===== src/design/rgp_pkg.sv =====
// Shared types, constants and arithmetic steps for the radial gradient pixel generator.
`timescale 1ns / 1ps

package rgp_pkg;

  localparam int IMG_WIDTH  = 256;
  localparam int IMG_HEIGHT = 256;

  localparam int PIX_W   = 8;
  localparam int CH_W    = 8;
  localparam int COLOR_W = 32;
  localparam int NUM_CH  = COLOR_W / CH_W;
  localparam int T_FRAC  = 16;
  localparam int T_W     = T_FRAC + 1;

  localparam logic [COLOR_W-1:0] INNER_RESET = 32'hFFFF_FFFF;
  localparam logic [COLOR_W-1:0] OUTER_RESET = 32'h3333_33FF;

  typedef enum logic [0:0] {
    REG_INNER = 1'b0,
    REG_OUTER = 1'b1
  } cfg_reg_e;

  localparam int CFG_IDX_W = 1;

  localparam int PIX_MAX = (1 << PIX_W) - 1;
  localparam int CX      = IMG_WIDTH / 2;
  localparam int CY      = IMG_HEIGHT / 2;
  localparam int M_DIM   = (IMG_WIDTH < IMG_HEIGHT) ? IMG_WIDTH : IMG_HEIGHT;

  localparam int DX_MAX = (CX > PIX_MAX - CX) ? CX : PIX_MAX - CX;
  localparam int DY_MAX = (CY > PIX_MAX - CY) ? CY : PIX_MAX - CY;
  localparam int DXW    = $clog2(DX_MAX + 1);
  localparam int DYW    = $clog2(DY_MAX + 1);
  localparam int CALC_W = $clog2(((CX > CY) ? CX : CY) + PIX_MAX + 1);
  localparam int D2_MAX = DX_MAX * DX_MAX + DY_MAX * DY_MAX;
  localparam int D2W    = $clog2(D2_MAX + 1);

  // The distance is scaled by 2^(T_FRAC+1) before the root, i.e. 2^(2*T_W) under it.
  localparam int SCALE_SH = 2 * T_W;
  localparam int RAD_W    = ((D2W + SCALE_SH + 3) / 4) * 4;
  localparam int ROOT_W   = RAD_W / 2;
  localparam int REM_W    = ROOT_W + 2;
  localparam int SQ_STG   = ROOT_W / 2;

  // The division by the image dimension is a multiplication by its rounded-up
  // reciprocal, which is exact for every root below M_DIM * 2^T_FRAC.
  localparam int DIV_W  = T_FRAC + $clog2(M_DIM);
  localparam int RCP_SH = DIV_W + $clog2(M_DIM);
  localparam int RCP_W  = DIV_W + 1;
  localparam int QF_W   = DIV_W + RCP_W;
  localparam logic [RCP_W-1:0] RCP =
    RCP_W'(((64'd1 << RCP_SH) + 64'(M_DIM - 1)) / 64'(M_DIM));

  localparam logic [63:0] SAT_LIM = 64'(M_DIM) << T_FRAC;

  localparam logic [T_W-1:0] T_ONE = T_W'(1) << T_FRAC;
  localparam int PROD_W = CH_W + 1 + T_W + 1;
  localparam logic [PROD_W-1:0] T_HALF = PROD_W'(1) << (T_FRAC - 1);

  localparam int S_DIFF  = 0;
  localparam int S_SQR   = 1;
  localparam int S_SUM   = 2;
  localparam int S_ROOT0 = 3;
  localparam int S_CLAMP = S_ROOT0 + SQ_STG;
  localparam int S_DIV   = S_CLAMP + 1;
  localparam int S_MUL   = S_DIV + 1;
  localparam int S_OUT   = S_MUL + 1;
  localparam int NSTG    = S_OUT + 1;

  typedef struct packed {
    logic [REM_W-1:0]  rem;
    logic [ROOT_W-1:0] root;
    logic [RAD_W-1:0]  rad;
  } sq_t;

  // One digit of the restoring square root: two radicand bits in, one root bit out.
  function automatic sq_t sq_step(sq_t s);
    sq_t              r;
    logic [REM_W-1:0] acc;
    logic [REM_W-1:0] trial;
    acc   = {s.rem[REM_W-3:0], s.rad[RAD_W-1 -: 2]};
    trial = {s.root, 2'b01};
    r.rad = s.rad << 2;
    if (acc >= trial) begin
      r.rem  = acc - trial;
      r.root = {s.root[ROOT_W-2:0], 1'b1};
    end else begin
      r.rem  = acc;
      r.root = {s.root[ROOT_W-2:0], 1'b0};
    end
    return r;
  endfunction

endpackage


===== src/design/radial_gradient_pixel.sv =====
// Radial gradient pixel generator: fully pipelined distance, root, scaling and color blend.
`timescale 1ns / 1ps

// Takes one pixel coordinate per cycle and returns the RGBA color of a radial gradient
// that runs from the inner color at the image center to the outer color at the
// inscribed circle and beyond. The pipeline has 20 register stages at the default
// 256 x 256 image, and the square root unit takes one stage per two root bits. A new
// pixel is accepted every cycle unless the output stalls: the whole pipeline holds
// while a finished pixel waits at the output. The color registers are written through
// the configuration port and are used directly by the blend stages, so they should only
// change while no pixel is in flight.
module radial_gradient_pixel (
  input  logic                          clk_i,
  input  logic                          rst_ni,
  input  logic                          in_valid_i,
  output logic                          in_ready_o,
  input  logic [rgp_pkg::PIX_W-1:0]     pixel_x_i,
  input  logic [rgp_pkg::PIX_W-1:0]     pixel_y_i,
  output logic                          out_valid_o,
  input  logic                          out_ready_i,
  output logic [rgp_pkg::CH_W-1:0]      red_o,
  output logic [rgp_pkg::CH_W-1:0]      green_o,
  output logic [rgp_pkg::CH_W-1:0]      blue_o,
  output logic [rgp_pkg::CH_W-1:0]      alpha_o,
  input  logic                          cfg_we_i,
  input  logic [rgp_pkg::CFG_IDX_W-1:0] cfg_idx_i,
  input  logic [rgp_pkg::COLOR_W-1:0]   cfg_data_i
);
  import rgp_pkg::*;

  logic [COLOR_W-1:0] inner_q;
  logic [COLOR_W-1:0] outer_q;

  logic [NSTG-1:0] v_q;
  logic            adv;

  logic [CALC_W-1:0] dx_d;
  logic [CALC_W-1:0] dy_d;
  logic [DXW-1:0]    dx_q;
  logic [DYW-1:0]    dy_q;
  logic [2*DXW-1:0]  sqx_q;
  logic [2*DYW-1:0]  sqy_q;
  logic [D2W-1:0]    d2_q;
  sq_t               sq_init;
  sq_t               sq_q [SQ_STG];
  logic [DIV_W-1:0]  clamp_d;
  logic              sat_d;
  logic [DIV_W-1:0]  clamp_q;
  logic              sat_q;
  logic [QF_W-1:0]   quo_full;
  logic [T_FRAC-1:0] quo_q;
  logic              dsat_q;
  logic [T_W-1:0]    t_d;
  logic signed [PROD_W-1:0] prod_d [NUM_CH];
  logic signed [PROD_W-1:0] prod_q [NUM_CH];
  logic [CH_W-1:0]          chan_d [NUM_CH];
  logic [CH_W-1:0]          chan_q [NUM_CH];

  always_ff @(posedge clk_i or negedge rst_ni) begin
    if (!rst_ni) begin
      inner_q <= INNER_RESET;
      outer_q <= OUTER_RESET;
    end else if (cfg_we_i) begin
      case (cfg_reg_e'(cfg_idx_i))
        REG_INNER: inner_q <= cfg_data_i;
        REG_OUTER: outer_q <= cfg_data_i;
        default: ;
      endcase
    end
  end

  assign adv        = !v_q[NSTG-1] || out_ready_i;
  assign in_ready_o = adv;

  always_ff @(posedge clk_i or negedge rst_ni) begin
    if (!rst_ni) begin
      v_q <= '0;
    end else if (adv) begin
      v_q <= {v_q[NSTG-2:0], in_valid_i};
    end
  end

  always_comb begin
    if (CALC_W'(pixel_x_i) >= CALC_W'(CX)) begin
      dx_d = CALC_W'(pixel_x_i) - CALC_W'(CX);
    end else begin
      dx_d = CALC_W'(CX) - CALC_W'(pixel_x_i);
    end
    if (CALC_W'(pixel_y_i) >= CALC_W'(CY)) begin
      dy_d = CALC_W'(pixel_y_i) - CALC_W'(CY);
    end else begin
      dy_d = CALC_W'(CY) - CALC_W'(pixel_y_i);
    end
  end

  always_ff @(posedge clk_i) begin
    if (adv) begin
      dx_q  <= DXW'(dx_d);
      dy_q  <= DYW'(dy_d);
      sqx_q <= (2*DXW)'(dx_q) * (2*DXW)'(dx_q);
      sqy_q <= (2*DYW)'(dy_q) * (2*DYW)'(dy_q);
      d2_q  <= D2W'(sqx_q) + D2W'(sqy_q);
    end
  end

  always_comb begin
    sq_init.rem  = '0;
    sq_init.root = '0;
    sq_init.rad  = RAD_W'(d2_q) << SCALE_SH;
  end

  for (genvar g = 0; g < SQ_STG; g++) begin : g_root
    sq_t src;
    if (g == 0) begin : g_first
      assign src = sq_init;
    end else begin : g_next
      assign src = sq_q[g-1];
    end
    always_ff @(posedge clk_i) begin
      if (adv) begin
        sq_q[g] <= sq_step(sq_step(src));
      end
    end
  end

  always_comb begin
    sat_d   = 64'(sq_q[SQ_STG-1].root) >= SAT_LIM;
    clamp_d = DIV_W'(sq_q[SQ_STG-1].root);
  end

  always_ff @(posedge clk_i) begin
    if (adv) begin
      clamp_q <= clamp_d;
      sat_q   <= sat_d;
    end
  end

  assign quo_full = QF_W'(clamp_q) * QF_W'(RCP);

  always_ff @(posedge clk_i) begin
    if (adv) begin
      quo_q  <= quo_full[RCP_SH +: T_FRAC];
      dsat_q <= sat_q;
    end
  end

  assign t_d = dsat_q ? T_ONE : T_W'(quo_q);

  for (genvar c = 0; c < NUM_CH; c++) begin : g_ch
    logic [CH_W-1:0]          c1;
    logic [CH_W-1:0]          c2;
    logic signed [CH_W:0]     diff;
    logic signed [PROD_W-1:0] sum;
    assign c1   = inner_q[COLOR_W-1-CH_W*c -: CH_W];
    assign c2   = outer_q[COLOR_W-1-CH_W*c -: CH_W];
    assign diff = $signed({1'b0, c2}) - $signed({1'b0, c1});
    assign prod_d[c] = PROD_W'(diff) * $signed(PROD_W'({1'b0, t_d}));
    assign sum = $signed(PROD_W'(c1) << T_FRAC) + prod_q[c] + $signed(T_HALF);
    assign chan_d[c] = sum[T_FRAC +: CH_W];
    always_ff @(posedge clk_i) begin
      if (adv) begin
        prod_q[c] <= prod_d[c];
        chan_q[c] <= chan_d[c];
      end
    end
  end

  assign out_valid_o = v_q[NSTG-1];
  assign red_o       = chan_q[0];
  assign green_o     = chan_q[1];
  assign blue_o      = chan_q[2];
  assign alpha_o     = chan_q[3];

endmodule


===== config.mk =====
export PLATFORM = sky130hd
export DESIGN_NAME = radial_gradient_pixel
export DESIGN_NICKNAME = d
export VERILOG_FILES = /design/src/design/rgp_pkg.sv /design/src/design/radial_gradient_pixel.sv
export SDC_FILE = /design/constraint.sdc
export NUM_CORES = 2
export LEC_CHECK = 0
export BUFFER_PORTS_ARGS = -buffer_cell sky130_fd_sc_hd__buf_2
export CORE_AREA = 4 4 334 336
export DETAILED_ROUTE_END_ITERATION = 7
export DIE_AREA = 0 0 338 340
export PLACE_DENSITY = 0.63
export RECOVER_POWER = 50
export SYNTH_ARGS = -nofsm -noshare
export SYNTH_HDL_FRONTEND = slang
export SYNTH_SLANG_ARGS = --single-unit

===== constraint.sdc =====
create_clock -name clk_i -period 23.6 [get_ports clk_i]
set_input_delay 2.36 -clock clk_i [delete_from_list [all_inputs] [get_ports clk_i]]
set_output_delay 2.36 -clock clk_i [all_outputs]
set_load 0.005 [all_outputs]

==> results_dict.tcl <==
set metrics [dict create \
    outcome "finished, violations left" \
    failed_checks "capacitance limit, slew limit" \
    slew_headroom_pct -338 \
    drt_iter0_drc 1852 \
    cts_tree "yes" \
    fp-row-count 121 \
    vias_per_cell 5.48 \
    critPathTopFamily "buffers and inverters" \
    clk_pin_slew_ns 0.07 \
    drive_above_1_share_pct 8.34 \
    fin_nets 6394 \
    multi_input_area_um2 33300 \
    place_area_um2 56300 \
    num_vias 37500 \
    io_pins 88 \
    cp_cell_sequence "buf_2 > nand2b_1 > clkbuf_1 > mux2_2" \
    finalSetupViolCount 0 \
    layout_setup_ws_ns 15.40 \
    period_minus_slack_ns 8.20 \
    endpoint_kind "flip-flop" \
    cts_max_path_buffers 3 \
    grt_pass1_vias 38500 \
    clock_latency_ns 0.65 \
    die_h_um 340 \
    seq_area_um2 18000 \
    synth_nets 6318 \
    syn-mean-instance-area_um2 10.2 \
    worst_path_max_delay_cell "clkbuf_1" \
    synthArstFlopShare_pct 13.8 \
    ys_seq_area_share_pct 33.2 \
    ctsHtreeMaxLevel 3 \
    postCtsSetupRepairBufs 0 \
    min_period_over_period_pct 34.7 \
    synth_edf_count 526 \
    path_class "in2reg" \
    drc 0 \
    yosys_warnings 0 \
    synth_cells 5285 \
    holdBufCountCts 0 \
    numCtsBuffers 71 \
    cap_violations 6 \
    whs_path_depth 0 \
    clock_skew_ns 0.0353 \
    routedWlPerCell_um 17.3 \
    initial_core_util_pct 49.8 \
    pre_cts_slack_ns 15.50 \
    grt_max_degree 129 \
    overflow 0 \
    cts-resized-gates 0 \
    drt_wl_total_um 118000 \
    final_area_um2 58600 \
    antenna_found_initial 1 \
    dr.pass1.iters 7 \
    cts_root_buffer "clkbuf_16" \
    max_stage_delay_ns 4.58 \
    hold_viol 0 \
    routabilityCongestion 0.861 \
    cp.depth 4 \
    start_kind "primary input" \
    ys_seq_elements 610 \
    ys_types 90 \
    required_ns 24.16 \
    cts_sinks 610 \
    slew_viol_final 366 \
    finalSetupTns_ns 0 \
    track_usage_pct 21.1 \
    drtAntennaViolNets 0 \
    r2r_cells 31 \
    synth_flop_cell "edfxtp_1" \
    dieArea_um2 115000 \
    fmax_mhz 122 \
    critPathBufInv 2 \
    area_growth_pct 8.30 \
    num_antenna_cells 0 \
    synth_area_um2 54100 \
    cp_max_fo 128 \
    die_w_um 338 \
    tightest_slew_ns 6.58 \
    fillCellCount 9544 \
    worstHoldPathType "reg2reg" \
    io_buffers 87 \
    coreArea_um2 109000 \
    rsz0062_at_grt "false" \
    grt_pass1_wl_um 198000 \
    hpwl_um 91200 \
    crit_arrival_ns 8.76 \
]
-- cell usage in the layout, fill, tap and decap left out, types with 14 or more instances in the layout --
cell type  synthesis  layout
buf_2              2      77
nor4_1            42      41
mux2_2            79      79
dfstp_2           52      48
o31ai_1           27      27
nand3_1           58      58
dfrtp_1           32      32
xnor2_1          238     238
nor2b_1           70      67
a211oi_1          23      23
nor3_1           123     123
nor2_1           632     632
and2_1            57      55
or4_1             15      16
o211ai_1          20      20
mux2i_1           14      14
buf_4              1      69
edfxtp_1         526     526
a21o_1            69      69
o31a_1            15      15
clkbuf_16          0      71
nand2b_1         181     181
nor3b_1           14      14
xor2_1           138     138
or2_2             48      48
o21a_1            67      67
a31oi_1           17      17
inv_1            583     583
a21oi_1          209     209
o21bai_1          28      28
ha_1             494     494
o21ai_0          174     174
and3_1            20      20
fa_1             485     485
or3_1             34      34
clkbuf_1         140      35
nand2_1          362     362
nand4_1           26      26
-- flip-flops by register name, indices dropped and copies added, names as in the netlist --
| signal | flops |
|---|---|
| dsat_q | 1 |
| clamp_q | 16 |
| sq_q | 362 |
| sqx_q | 15 |
| inner_q | 32 |
| sat_q | 1 |
| prod_q | 36 |
| outer_q | 32 |
| dx_q | 8 |
| quo_q | 16 |
| dy_q | 8 |
| d2_q | 16 |
| v_q | 20 |
| chan_q | 32 |
| sqy_q | 15 |
-- layout make-up --
type                    count  area share (%)
inverters                 588            3.77
flip-flops and latches    610            30.7
multi-input cells        3928            56.9
clock inverters            40           0.886
clock buffers              92            3.17
repair buffers            162            1.64
well taps                1414            3.02
-- kinds of logic after synthesis --
kind of cell    after synthesis  share of synthesized area, %
compound gates              740                          8.70
other cells                   1                       0.00693
mux                          93                          1.90
fa+ha+maj                   979                          29.4
xor+xnor                    376                          6.09
buf+inv                     747                          5.23
flops                       610                          33.2
simple gates               1739                          15.5
-- stage by stage --
step                utilization (%)  hold slack [ns]  cells
CTS                            54.0            0.392   6834
finish                         54.0            0.387   6834
global route                   54.0            0.391   6834
floorplan                         -            0.400   5285
global placement               51.9            0.400   6702
detailed placement             51.9            0.405   6702
-- metal layers --
metal / GRT usage [%] / vias to the layer above / share of wire (%)
li1: - / 18100 / -
met1: 27.6 / 18500 / 43
met2: 36.6 / 758 / 50
met3: 3.47 / 180 / 5.3
met4: 5.75 / 0 / 2.3
met5: 0 / - / 0
-- cell usage after synthesis, types with 15 or more instances --
master    count  area share (%)
nand2_1     362             2.5
o211ai_1     20            0.28
nand3_1      58            0.54
mux2_2       79             1.6
o21bai_1     28            0.39
dfstp_2      52             2.5
a211oi_1     23            0.32
and3_1       20            0.23
o31ai_1      27            0.37
nor2b_1      70            0.81
a21o_1       69            0.96
nor4_1       42            0.49
a31oi_1      17            0.20
or4_1        15            0.21
o21ai_0     174             1.6
nor3_1      123             1.1
nand4_1      26            0.30
a21oi_1     209             1.9
ha_1        494              11
edfxtp_1    526              29
clkbuf_1    140            0.97
nor2_1      632             4.4
and2_1       57            0.66
xor2_1      138             2.2
o21a_1       67            0.93
dfrtp_1      32             1.5
xnor2_1     238             3.9
or3_1        34            0.39
fa_1        485              18
o31a_1       15            0.24
nand2b_1    181             2.1
or2_2        48            0.55
inv_1       583             4.0
-- worst register-to-register path, delay by kind of cell, from the launching register on --
kind	cells	cell delay, ns
AO/OA/AOI/OAI	14	3.15
XOR/XNOR	1	0.07
adder cells (fa/ha/maj)	8	3.24
buffers and inverters	4	0.23
flip-flops	1	0.52
AND/OR/NAND/NOR	4	0.59
-- worst paths after layout --
kind                             startpoint       endpoint  slack (ns)
max in group asynchronous            rst_ni    outer_q[26]       17.94
min in group asynchronous            rst_ni    outer_q[14]        2.41
worst min register to register  clamp_q[14]       quo_q[6]        0.39
worst max register to register   outer_q[0]  prod_q[3][23]       15.56
worst max-delay path            out_ready_i         v_q[2]       15.40
worst min-delay path            clamp_q[14]       quo_q[6]        0.39
Power is left out: the tool's default activity adds up to more than one toggle a clock period on the data nets, which glitch-free logic cannot reach.
